### src/rtl/core/npcs_pkg.sv
// Package for the nearest palette color search block.
// Shared constants, command and register codes, and the pipeline tag type.
// No dependencies.
`default_nettype none

package npcs_pkg;

  localparam int IDX_W              = 8;
  localparam int DEF_PALETTE_DEPTH  = 256;
  localparam int DEF_COMPONENT_BITS = 6;

  // Distance weights per component.
  localparam int W_RED   = 39;
  localparam int W_GREEN = 51;
  localparam int W_BLUE  = 10;

  // Worst distance is 100 * 255^2 at 8-bit components, well under 2^24;
  // the start value 255^3 also fits.
  localparam int DIST_W = 24;
  localparam logic [DIST_W-1:0] DIST_START = DIST_W'(255 * 255 * 255);

  localparam logic [IDX_W-1:0] SEARCH_FIRST_RST = IDX_W'(10);
  localparam logic [IDX_W-1:0] SEARCH_LAST_RST  = IDX_W'(245);

  localparam logic CMD_WRITE = 1'b0;
  localparam logic CMD_QUERY = 1'b1;

  localparam logic CFG_SEARCH_FIRST = 1'b0;
  localparam logic CFG_SEARCH_LAST  = 1'b1;

  // Tag that travels alongside each palette entry through the distance pipe.
  // written is clear for an entry that was never loaded.
  typedef struct packed {
    logic             valid;
    logic             last;
    logic             written;
    logic [IDX_W-1:0] idx;
  } tag_t;

endpackage

`default_nettype wire

### src/rtl/core/npcs_dist.sv
// Pipelined weighted squared distance unit, one palette entry per cycle.
// Stages: abs diff, square, weight, sum. Depends on npcs_pkg.
`default_nettype none

module npcs_dist #(
  parameter int COMPONENT_BITS = npcs_pkg::DEF_COMPONENT_BITS
) (
  input  wire                            clk,
  input  wire                            rst,
  input  npcs_pkg::tag_t                 tag_in,
  input  wire [3*COMPONENT_BITS-1:0]     entry,
  input  wire [COMPONENT_BITS-1:0]       q_red,
  input  wire [COMPONENT_BITS-1:0]       q_green,
  input  wire [COMPONENT_BITS-1:0]       q_blue,
  output npcs_pkg::tag_t                 tag_out,
  output logic [npcs_pkg::DIST_W-1:0]    distance
);

  localparam int CB = COMPONENT_BITS;
  localparam int SW = 2 * COMPONENT_BITS;
  localparam int DW = npcs_pkg::DIST_W;

  logic [CB-1:0] e_red, e_green, e_blue;
  assign e_blue  = entry[CB-1:0];
  assign e_green = entry[2*CB-1:CB];
  assign e_red   = entry[3*CB-1:2*CB];

  npcs_pkg::tag_t t1, t2, t3;
  logic [CB-1:0] d_red, d_green, d_blue;
  logic [SW-1:0] s_red, s_green, s_blue;
  logic [DW-1:0] p_red, p_green, p_blue;

  logic [SW-1:0] dx_red, dx_green, dx_blue;
  assign dx_red   = SW'(d_red);
  assign dx_green = SW'(d_green);
  assign dx_blue  = SW'(d_blue);

  // only the tag valid bits are reset
  always_ff @(posedge clk) begin
    t1 <= '{valid: !rst && tag_in.valid, last: tag_in.last,
            written: tag_in.written, idx: tag_in.idx};
    d_red   <= (q_red   > e_red)   ? q_red   - e_red   : e_red   - q_red;
    d_green <= (q_green > e_green) ? q_green - e_green : e_green - q_green;
    d_blue  <= (q_blue  > e_blue)  ? q_blue  - e_blue  : e_blue  - q_blue;

    t2 <= '{valid: !rst && t1.valid, last: t1.last, written: t1.written, idx: t1.idx};
    s_red   <= dx_red * dx_red;
    s_green <= dx_green * dx_green;
    s_blue  <= dx_blue * dx_blue;

    t3 <= '{valid: !rst && t2.valid, last: t2.last, written: t2.written, idx: t2.idx};
    p_red   <= DW'(s_red)   * DW'(npcs_pkg::W_RED);
    p_green <= DW'(s_green) * DW'(npcs_pkg::W_GREEN);
    p_blue  <= DW'(s_blue)  * DW'(npcs_pkg::W_BLUE);

    tag_out  <= '{valid: !rst && t3.valid, last: t3.last, written: t3.written,
                  idx: t3.idx};
    distance <= p_red + p_green + p_blue;
  end

endmodule

`default_nettype wire

### config.mk
export PLATFORM = sky130hd
export DESIGN_NAME = npcs_dist
export DESIGN_NICKNAME = d
export VERILOG_FILES = /design/src/rtl/core/npcs_pkg.sv /design/src/rtl/core/npcs_dist.sv
export SDC_FILE = /design/constraint.sdc
export NUM_CORES = 1
export LEC_CHECK = 0
export ABC_AREA = 1
export BUFFER_PORTS_ARGS = -buffer_cell sky130_fd_sc_hd__buf_2
export CORE_UTILIZATION = 57
export DETAILED_ROUTE_END_ITERATION = 10
export PLACE_DENSITY = 0.76
export SYNTH_ARGS = -nofsm -noshare
export SYNTH_HDL_FRONTEND = slang
export SYNTH_SLANG_ARGS = --single-unit
### constraint.sdc
create_clock -name clk -period 5.78 [get_ports clk]
set_input_delay 0.867 -clock clk [delete_from_list [all_inputs] [get_ports clk]]
set_output_delay 0.867 -clock clk [all_outputs]
set_load 0.02 [all_outputs]
==> run summary, run 1 <==
Adding up every negative setup slack in the final design gives 0 ns. In the final layout, the share of cells above drive strength 1 is 9.792%. The leading cell type by number of instances after synthesis was nand2_1. Setup repair after global routing left no endpoint under its margin. Clock latency on the worst-skew pair, taken at its later pin, is 0.43 ns. The endpoint identified for the worst register-to-register timing path is s_blue[9]. Die span in y: 146.0 um. The tools report the overall global routing resource usage as 20.48%. The largest incremental delay on the critical path was 0.55 ns. By startpoint and endpoint, the worst setup path is classified as reg2reg. The post-route antenna net violation count was 0; the final-report max-slew violation count was 0.

The mapped netlist covers 11810 um^2. The first routing iteration left 263 violations. The critical path starts at d_blue[0]. The final critical delay including setup and external delays came out at 3.227 ns. In the synthesized netlist the async set-or-reset flop fraction comes to 0%. Summing over every cut layer, the via total after detailed routing is 8613.

The clock edge transition at the registers on the reported setup and hold paths came out at 0.08 ns. The number of gates resized after cts was 0; the total core area was 20300 um^2. The first global-routing pass estimated 35740 um of wire. The share of the synthesized area in the top cell type came out at 27.62%.

The path type of the worst min-delay path was reg2reg. The tools report the number of global-route vias before repair as 8371. Synthesis produced 1442 cells. The part of the cycle the worst path needs was 55.82%. In this run the worst setup path terminates at s_blue[9].

Yosys mapped a number of flops with a built-in enable equal to 0. The number of library cell types mapped by synthesis is 38. For this run the aggregate overflow at the end of global routing stands at 0.

The flow ran to the end, and the final reports show no timing, DRC or antenna violations. The sequential cell area fraction in the yosys report is 27.62%, and the highest net fanout along the worst path is 7. Entering global routing, the biggest net connects 21 pins. The number of search-and-repair iterations in the first detailed-routing pass came out at 5.

Number of synthesized register bits: 163. The repair_antennas step left the layout with diodes totalling 0. Relative to the synthesized area, the layout overhead comes to 10.76%. During placement, the flow inserted port buffers numbering 79. The floorplan step set the die width to 146.0 um. The critical path crosses 13 cells after its start point. CTS placed an instance of clkbuf_16 at the clock tree root. The worst setup path is captured at a flip-flop. The slack of the worst reg-to-reg path is 2.55 ns, and the maximum number of buffers from clock root to sink is 2.

The die covers 21310 um^2. The data arrival time of the critical path came out at 3.54 ns. The critical path goes through nand2_1 -> inv_1 -> fa_1 -> inv_1 -> fa_1 -> fa_1 -> inv_1 -> ha_1 -> nand3_1 -> nand3_1 -> nand3_1 -> nand3_1 -> xor2_1. Buffers added to address setup during post-CTS repair amount to 0.

The synthesized area per cell is 8.193 um^2, and the top-level port count is 84. The flip-flop cell with the highest count after synthesis was dfxtp_1. Starting utilization of the core area: 58.20%. After detailed routing, the total wire length is 20520 um. The logs give 17020 um for the post-DP HPWL and 0 for the max-capacitance violation count.

Counting both buffers and inverters, the worst setup path holds a total of 3. The count of cells along the worst register-to-register path is 13. The worst register-to-register path begins at d_blue[0].

The number of cell rows is 52, and the post-route clock skew is 0.008850 ns. The routed wire length per instance is 11.32 um. Top cell family by delay on the critical path: adder cells. The commonest cells after synthesis are 317 x nand2_1, 313 x inv_1, 181 x ha_1. Yosys printed 0 warnings. The cell that appears most often on the critical path is nand3_1. STA classifies the critical path startpoint as a flip-flop. The clock drives 163 sinks. The net count of the finished layout is 1836.

The slowest stage of the critical path belongs to the cell fa_1. Hold repair after CTS inserted 0 buffers. Setup violations remaining at the end of the flow were counted as 0. The H-tree generated during clock tree synthesis spans 4 levels.

Timing would allow up to 309.9 MHz. The initial antenna violation count was 0; the number of design rule violations left after detail routing was 0. Using the TritonRoute via totals, the vias-per-cell ratio works out to 4.753.

The synthesized design spends more area on one cell type than any other, namely dfxtp_1. STA puts the critical path data required time at 6.10 ns. TritonCTS built the clock tree. Yosys attributes the largest share of cell area to dfxtp_1 28%, ha_1 19%, fa_1 13%. At the end of routability-driven placement, the weighted congestion stood at 0.9416.

The number of CTS-inserted buffers is 17, and the number of failing hold endpoints at the final stage is 0.
==> cell type report <==
class                      instances  area [um^2]
multi-input combinational        951         7264
clock buffer                      17        425.4
timing repair buffer              79        395.4
inverter                         317         1192
sequential                       163         3263
clock inverter                    15        206.4
tap                              270        337.8
fill                            1717         7214
==> registers in the layout, indices dropped and copies added (netlist names), 14 cells and up <==
signal and flops:
p_blue 14, p_green 17, distance 20, p_red 17
==> how the worst min path moves through the flow <==
stage | from | slack [ns] | cells past startpoint | end
global route | t1[4] | 0.32 | 0 | t2[4]
global placement | t3[6] | 0.31 | 0 | tag_out[6]
floorplan | t1[0] | 0.31 | 0 | t2[0]
finish | t3[7] | 0.32 | 0 | tag_out[7]
CTS | t3[1] | 0.32 | 0 | tag_out[1]
detailed placement | t1[6] | 0.31 | 0 | t2[6]
==> layout by cell type (no fill, tap or decap), drive strengths merged, types with 2 or more instances in the layout <==
master / n
xnor2: 18
ha: 181
a31oi: 9
o21ai: 39
nand4: 15
and2: 2
a21o: 8
a21oi: 70
nand3: 55
xor2: 56
nor3: 7
fa: 77
nand2: 336
dfxtp: 163
o21a: 3
o21bai: 6
conb: 10
buf: 79
inv: 322
nor2: 53
clkinv: 10
a31o: 2
clkbuf: 17
==> kinds of logic (layout without fill, tap and decap cells) <==
logic type	count (synthesis)	in the layout	synth area share, %
AO/OA/AOI/OAI	139	139	6.852
XOR/XNOR	74	74	5.486
adder cells (fa/ha/maj)	258	258	32.22
buffers and inverters	336	428	11.14
flip-flops	163	163	27.62
other	2	10	0.06357
AND/OR/NAND/NOR	470	470	16.62
==> layer usage <==
metal  global-route usage, %  vias up  routed length, um
li1                        -     4605                  -
met1                   24.69     3829               9590
met2                   36.72      152               9872
met3                   2.915       27                609
met4                   7.895        0                447
met5                       0        -                  0
==> per-stage QoR <==
step | area, um^2 | cells | setup slack, ns | util, % | hold slack, ns
2_1_floorplan | 11840 | 1450 | 2.690 | - | 0.3096
4_1_cts | 13090 | 1812 | 2.542 | 64.46 | 0.3229
3_3_place_gp | 12450 | 1780 | 2.672 | 61.35 | 0.3096
5_1_grt | 13090 | 1812 | 2.319 | 64.46 | 0.3223
3_5_place_dp | 12450 | 1780 | 2.601 | 61.35 | 0.3121
6_report | 13090 | 1812 | 2.553 | 64.46 | 0.3222
Power of run 1 is not shown: default switching activity piles up to over one toggle a cycle in this logic, so the estimate is an artifact.
==> inputs of run 2 (changes only) <==
- ABC_AREA: 1 -> 0
- CORE_UTILIZATION: 57 -> 56
- PLACE_DENSITY: 0.76 -> 0.78
- clock period: 5.78 -> 2.9 ns (I/O delays scaled with it)
==> run summary, run 2 <==
The synthesized area per cell was 9.803 um^2. The final-report max-slew violation count came out at 0. The busiest metal layer after global routing is met2.

The setup check on the worst reg-to-reg path leaves a slack of -0.61 ns. The number of buffers and inverters on the critical path is 3. TritonCTS built the clock tree. The final critical delay including setup and external delays was 3.514 ns. For the total core area, the log shows 19530 um^2. By area, the combinational part of the netlist is dominated by adder cells. Most common cell after layout, fill and taps aside: inv_1.

The critical path goes through and2_4 -> fa_1 -> inv_2 -> fa_1 -> fa_1 -> inv_2 -> ha_4 -> buf_6 -> a21o_1 -> a21oi_2 -> o21ai_2 -> o41ai_2 -> xor2_1. The run gives 29.25% as the sequential cell area fraction in the yosys report. Highest net fanout along the worst path: 2. The share of post-route cells with drive strength above 1 is 28.56%. Leaving out fill and tap cells, the most frequent cells in the layout are 186 x inv_1, 155 x ha_1, 140 x dfxtp_1, 127 x buf_4, 79 x buf_2.

In the final layout, the registers with the most flip-flops are distance (20), p_green (17), p_red (17). Met1 usage in global routing: 25.70%. The clock edge transition at the registers on the reported setup and hold paths was 0.07 ns. After Yosys synthesis, XOR and XNOR cells account for 6.124% of the synthesized area. For this run, design rule violations remaining after detail routing come to 0.

The logs give 1381 for the number of fill cells and 19 for the largest net degree at the start of global routing. The initial utilization of the core area, before any placement, comes to 57.13%. The most frequent cell on the critical path is fa_1. Timing analysis after detailed placement gives a worst setup slack of -0.5396 ns. The final reports fail on setup timing.

The tools report the final number of setup-violating endpoints as 33. The number of standard cells in the layout, taps in and fillers out is 1648, and the post-synthesis to final-layout area growth is 27.39%. Timing would allow up to 284.6 MHz. The cell sitting at the root of the clock tree is a clkbuf_16. The final critical path takes up 121.2% of the cycle. For this run, the post-layout net count is 1677. Once detail routing completed, the nets flagged for antenna violations numbered 0. For this design the top-level I/O count stands at 84.

STA puts the critical path data required time at 3.25 ns. For this run, the slowest stage of the critical path takes 0.54 ns. The synthesized design devotes to its leading area cell type 29.25% of total area.

Type of the setup path with the least slack: reg2reg. Sorting the synthesized cells by how often they occur yields 208 x inv_1, 181 x ha_1, 163 x dfxtp_1. Cell with the largest stage delay on the worst path: fa_1. After synthesis, the share of cell area in mux cells is 1.705%. Setup repair after global routing could not meet its margin everywhere.

The critical path crosses 13 cells after its start point. The data arrival time of the critical path is 3.86 ns. Yosys instantiated no cell more often than inv_1. The die is 143.1 um wide.

Ranked by total cell area, the synthesized netlist is headed by dfxtp_1 29%, ha_1 20%, fa_1 14%. The critical path ends at s_blue[11]. Counting every sink on the clock net gives 163.

The clock passes through at most 2 buffers. In this run the vertical extent of the chip is 143.1 um. The top register by number of flip-flops was distance. For the post-DP HPWL, the log shows 16800 um.

The tools report the via total after detailed routing as 8362. The number of standard cells after synthesis was 1138; the number of library cell types mapped by synthesis was 55. The logs give -0.6137 ns for the final worst-path setup slack and 190 for the violation count after the first detailed-route iteration. The tools report the number of cell rows as 51. The worst pin sits at a relative slew slack of 51.68%.

The logs give 1599 for the cell count after placement and 0.007932 ns for the post-route clock skew. Synthesis inferred 163 register bits. Before antenna repair, the detailed router went through 4 iterations. In this run the cell area of the synthesized design comes to 11160 um^2. Biggest area consumer among synthesized cells: dfxtp_1. For this run the aggregate overflow at the end of global routing stands at 0. The count of warnings emitted by yosys was 0; the routed wire length per instance was 13.50 um. The transition time at the pin with the least slew margin works out to 0.7065 ns. Initial antenna violation count: 0. The number of antenna diodes in the final layout is 0.

Counting flops with a built-in enable in the synthesized netlist gives 0. For the wire length reported by the detailed router, the log shows 22250 um. The tool flagged a number of max-cap violations equal to 0.

The met3 usage was 3.521%; the number of global-route vias before repair was 8619. The global placer's final weighted congestion is 0.8988. The number of failing hold endpoints at the final stage came out at 0.

The min-delay analysis places its worst path in the category in2reg. The endpoint identified for the worst register-to-register timing path is s_blue[11]. The number of vias per cell works out to 5.074. The flip-flop cell with the highest count after synthesis was dfxtp_1. Global routing used 23.15% of the available tracks across all layers. The number of cells on the worst reg-to-reg path is 13. The wire length of the first global-routing pass was 37640 um.

The floorplan step defined a die boundary enclosing 20490 um^2. In this run the critical register-to-register path is launched from d_blue[4]. In this run the number of H-tree levels came out at 4. The number of port buffers is 79, and the number of CTS-inserted buffers is 17. On the critical path the largest part of the delay comes from adder cells.

The simple-gate share of the synthesized area was 10.33%. Endpoint class of the critical path: a flip-flop. The nature of the critical path startpoint was a flip-flop. The run finished, with violations left.

In the global route stage, met2 resource usage came out at 43.59%. Of the total synthesized cell area, the portion taken by full adders, half adders and majority gates is 34.12%. The run gives 0.1070 ns as the worst hold slack after final layout. The number of flip-flops under the largest register name works out to 20. The most critical setup path has its startpoint at d_blue[4]. At the later pin of the worst-skew pair, clock insertion delay measures 0.43 ns.

The compound-gate portion of the synthesized area was 10.81%. For this run, asynchronously set or reset flops after synthesis account for 0%.
-- run 2: cell count changes in the layout (fill, tap and decap cells not counted), sizes merged, moves of 19 or more --
cell and delta:
nand2 -304, buf +139, inv -107, nand3 -41, and2 +34, xnor2 +34, xor2 -30, nor2b +27
a21oi -23, mux2i +19
-- run 2: cell type report --
type | instances | area [um^2] | share of cell area (%)
Tap cell | 265 | 331.6 | 2.333
Clock inverter | 15 | 188.9 | 1.329
Multi-Input combinational cell | 762 | 7701 | 54.19
Clock buffer | 17 | 425.4 | 2.993
Sequential cell | 163 | 3299 | 23.22
Timing Repair Buffer | 218 | 1484 | 10.44
Inverter | 208 | 780.7 | 5.494
-- run 2: metrics by stage --
step           instance area, um^2  setup TNS [ns]  util, %
3_3_place_gp                 13070          -6.553    66.92
2_1_floorplan                11490          -3.525        -
5_1_grt                      14210          -13.29    72.78
3_5_place_dp                 13070          -8.177    66.92
6_report                     14210          -8.851    72.78
4_1_cts                      14070          -7.623    72.04
-- run 2: kinds of logic (layout without fill, tap and decap cells) --
group	count (synthesis)	after routing
muxes	19	19
adders and majority gates	258	258
and+or+nand+nor	217	217
buffers and inverters	221	458
xor gates and xnor gates	78	78
AOI/OAI and AO/OA	180	180
DFF	163	163
other	2	10
-- run 2: what timing repair did --
item	4_1_cts	5_1_grt
pin swaps	63	18
hold buffers	0	0
endpoints found under the setup margin	35	38
gates resized for setup	62	29
buffers inserted	17	7
-- run 2: how the worst min path moves through the flow --
stage                     cells past startpoint    end      start
after floorplan                               0  t2[0]      t1[0]
after global placement                        0  t3[6]      t2[6]
after detailed placement                      0  t3[9]      t2[9]
after CTS                                     1  t1[6]  tag_in[6]
after global routing                          1  t1[6]  tag_in[6]
final                                         1  t1[6]  tag_in[6]
-- run 2: routing by layer --
layer  up-vias  share of wire (%)  wire length [um]
li1       4223                  -                 -
met1      3947                 43              9524
met2       150                 53             11690
met3        42                2.3               505
met4         0                2.4               535
met5         -                  0                 0
-- run 2: worst reg2reg max path: stages (launching register included) --
cell     delay [ns]
dfxtp_2        0.32
and2_4         0.15
fa_1           0.54
inv_2          0.05
fa_1           0.48
fa_1           0.53
inv_2          0.05
ha_4           0.22
buf_6          0.12
a21o_1         0.21
a21oi_2        0.20
o21ai_2        0.11
o41ai_2        0.23
xor2_1         0.21
Power of run 2 is left out for the same reason.
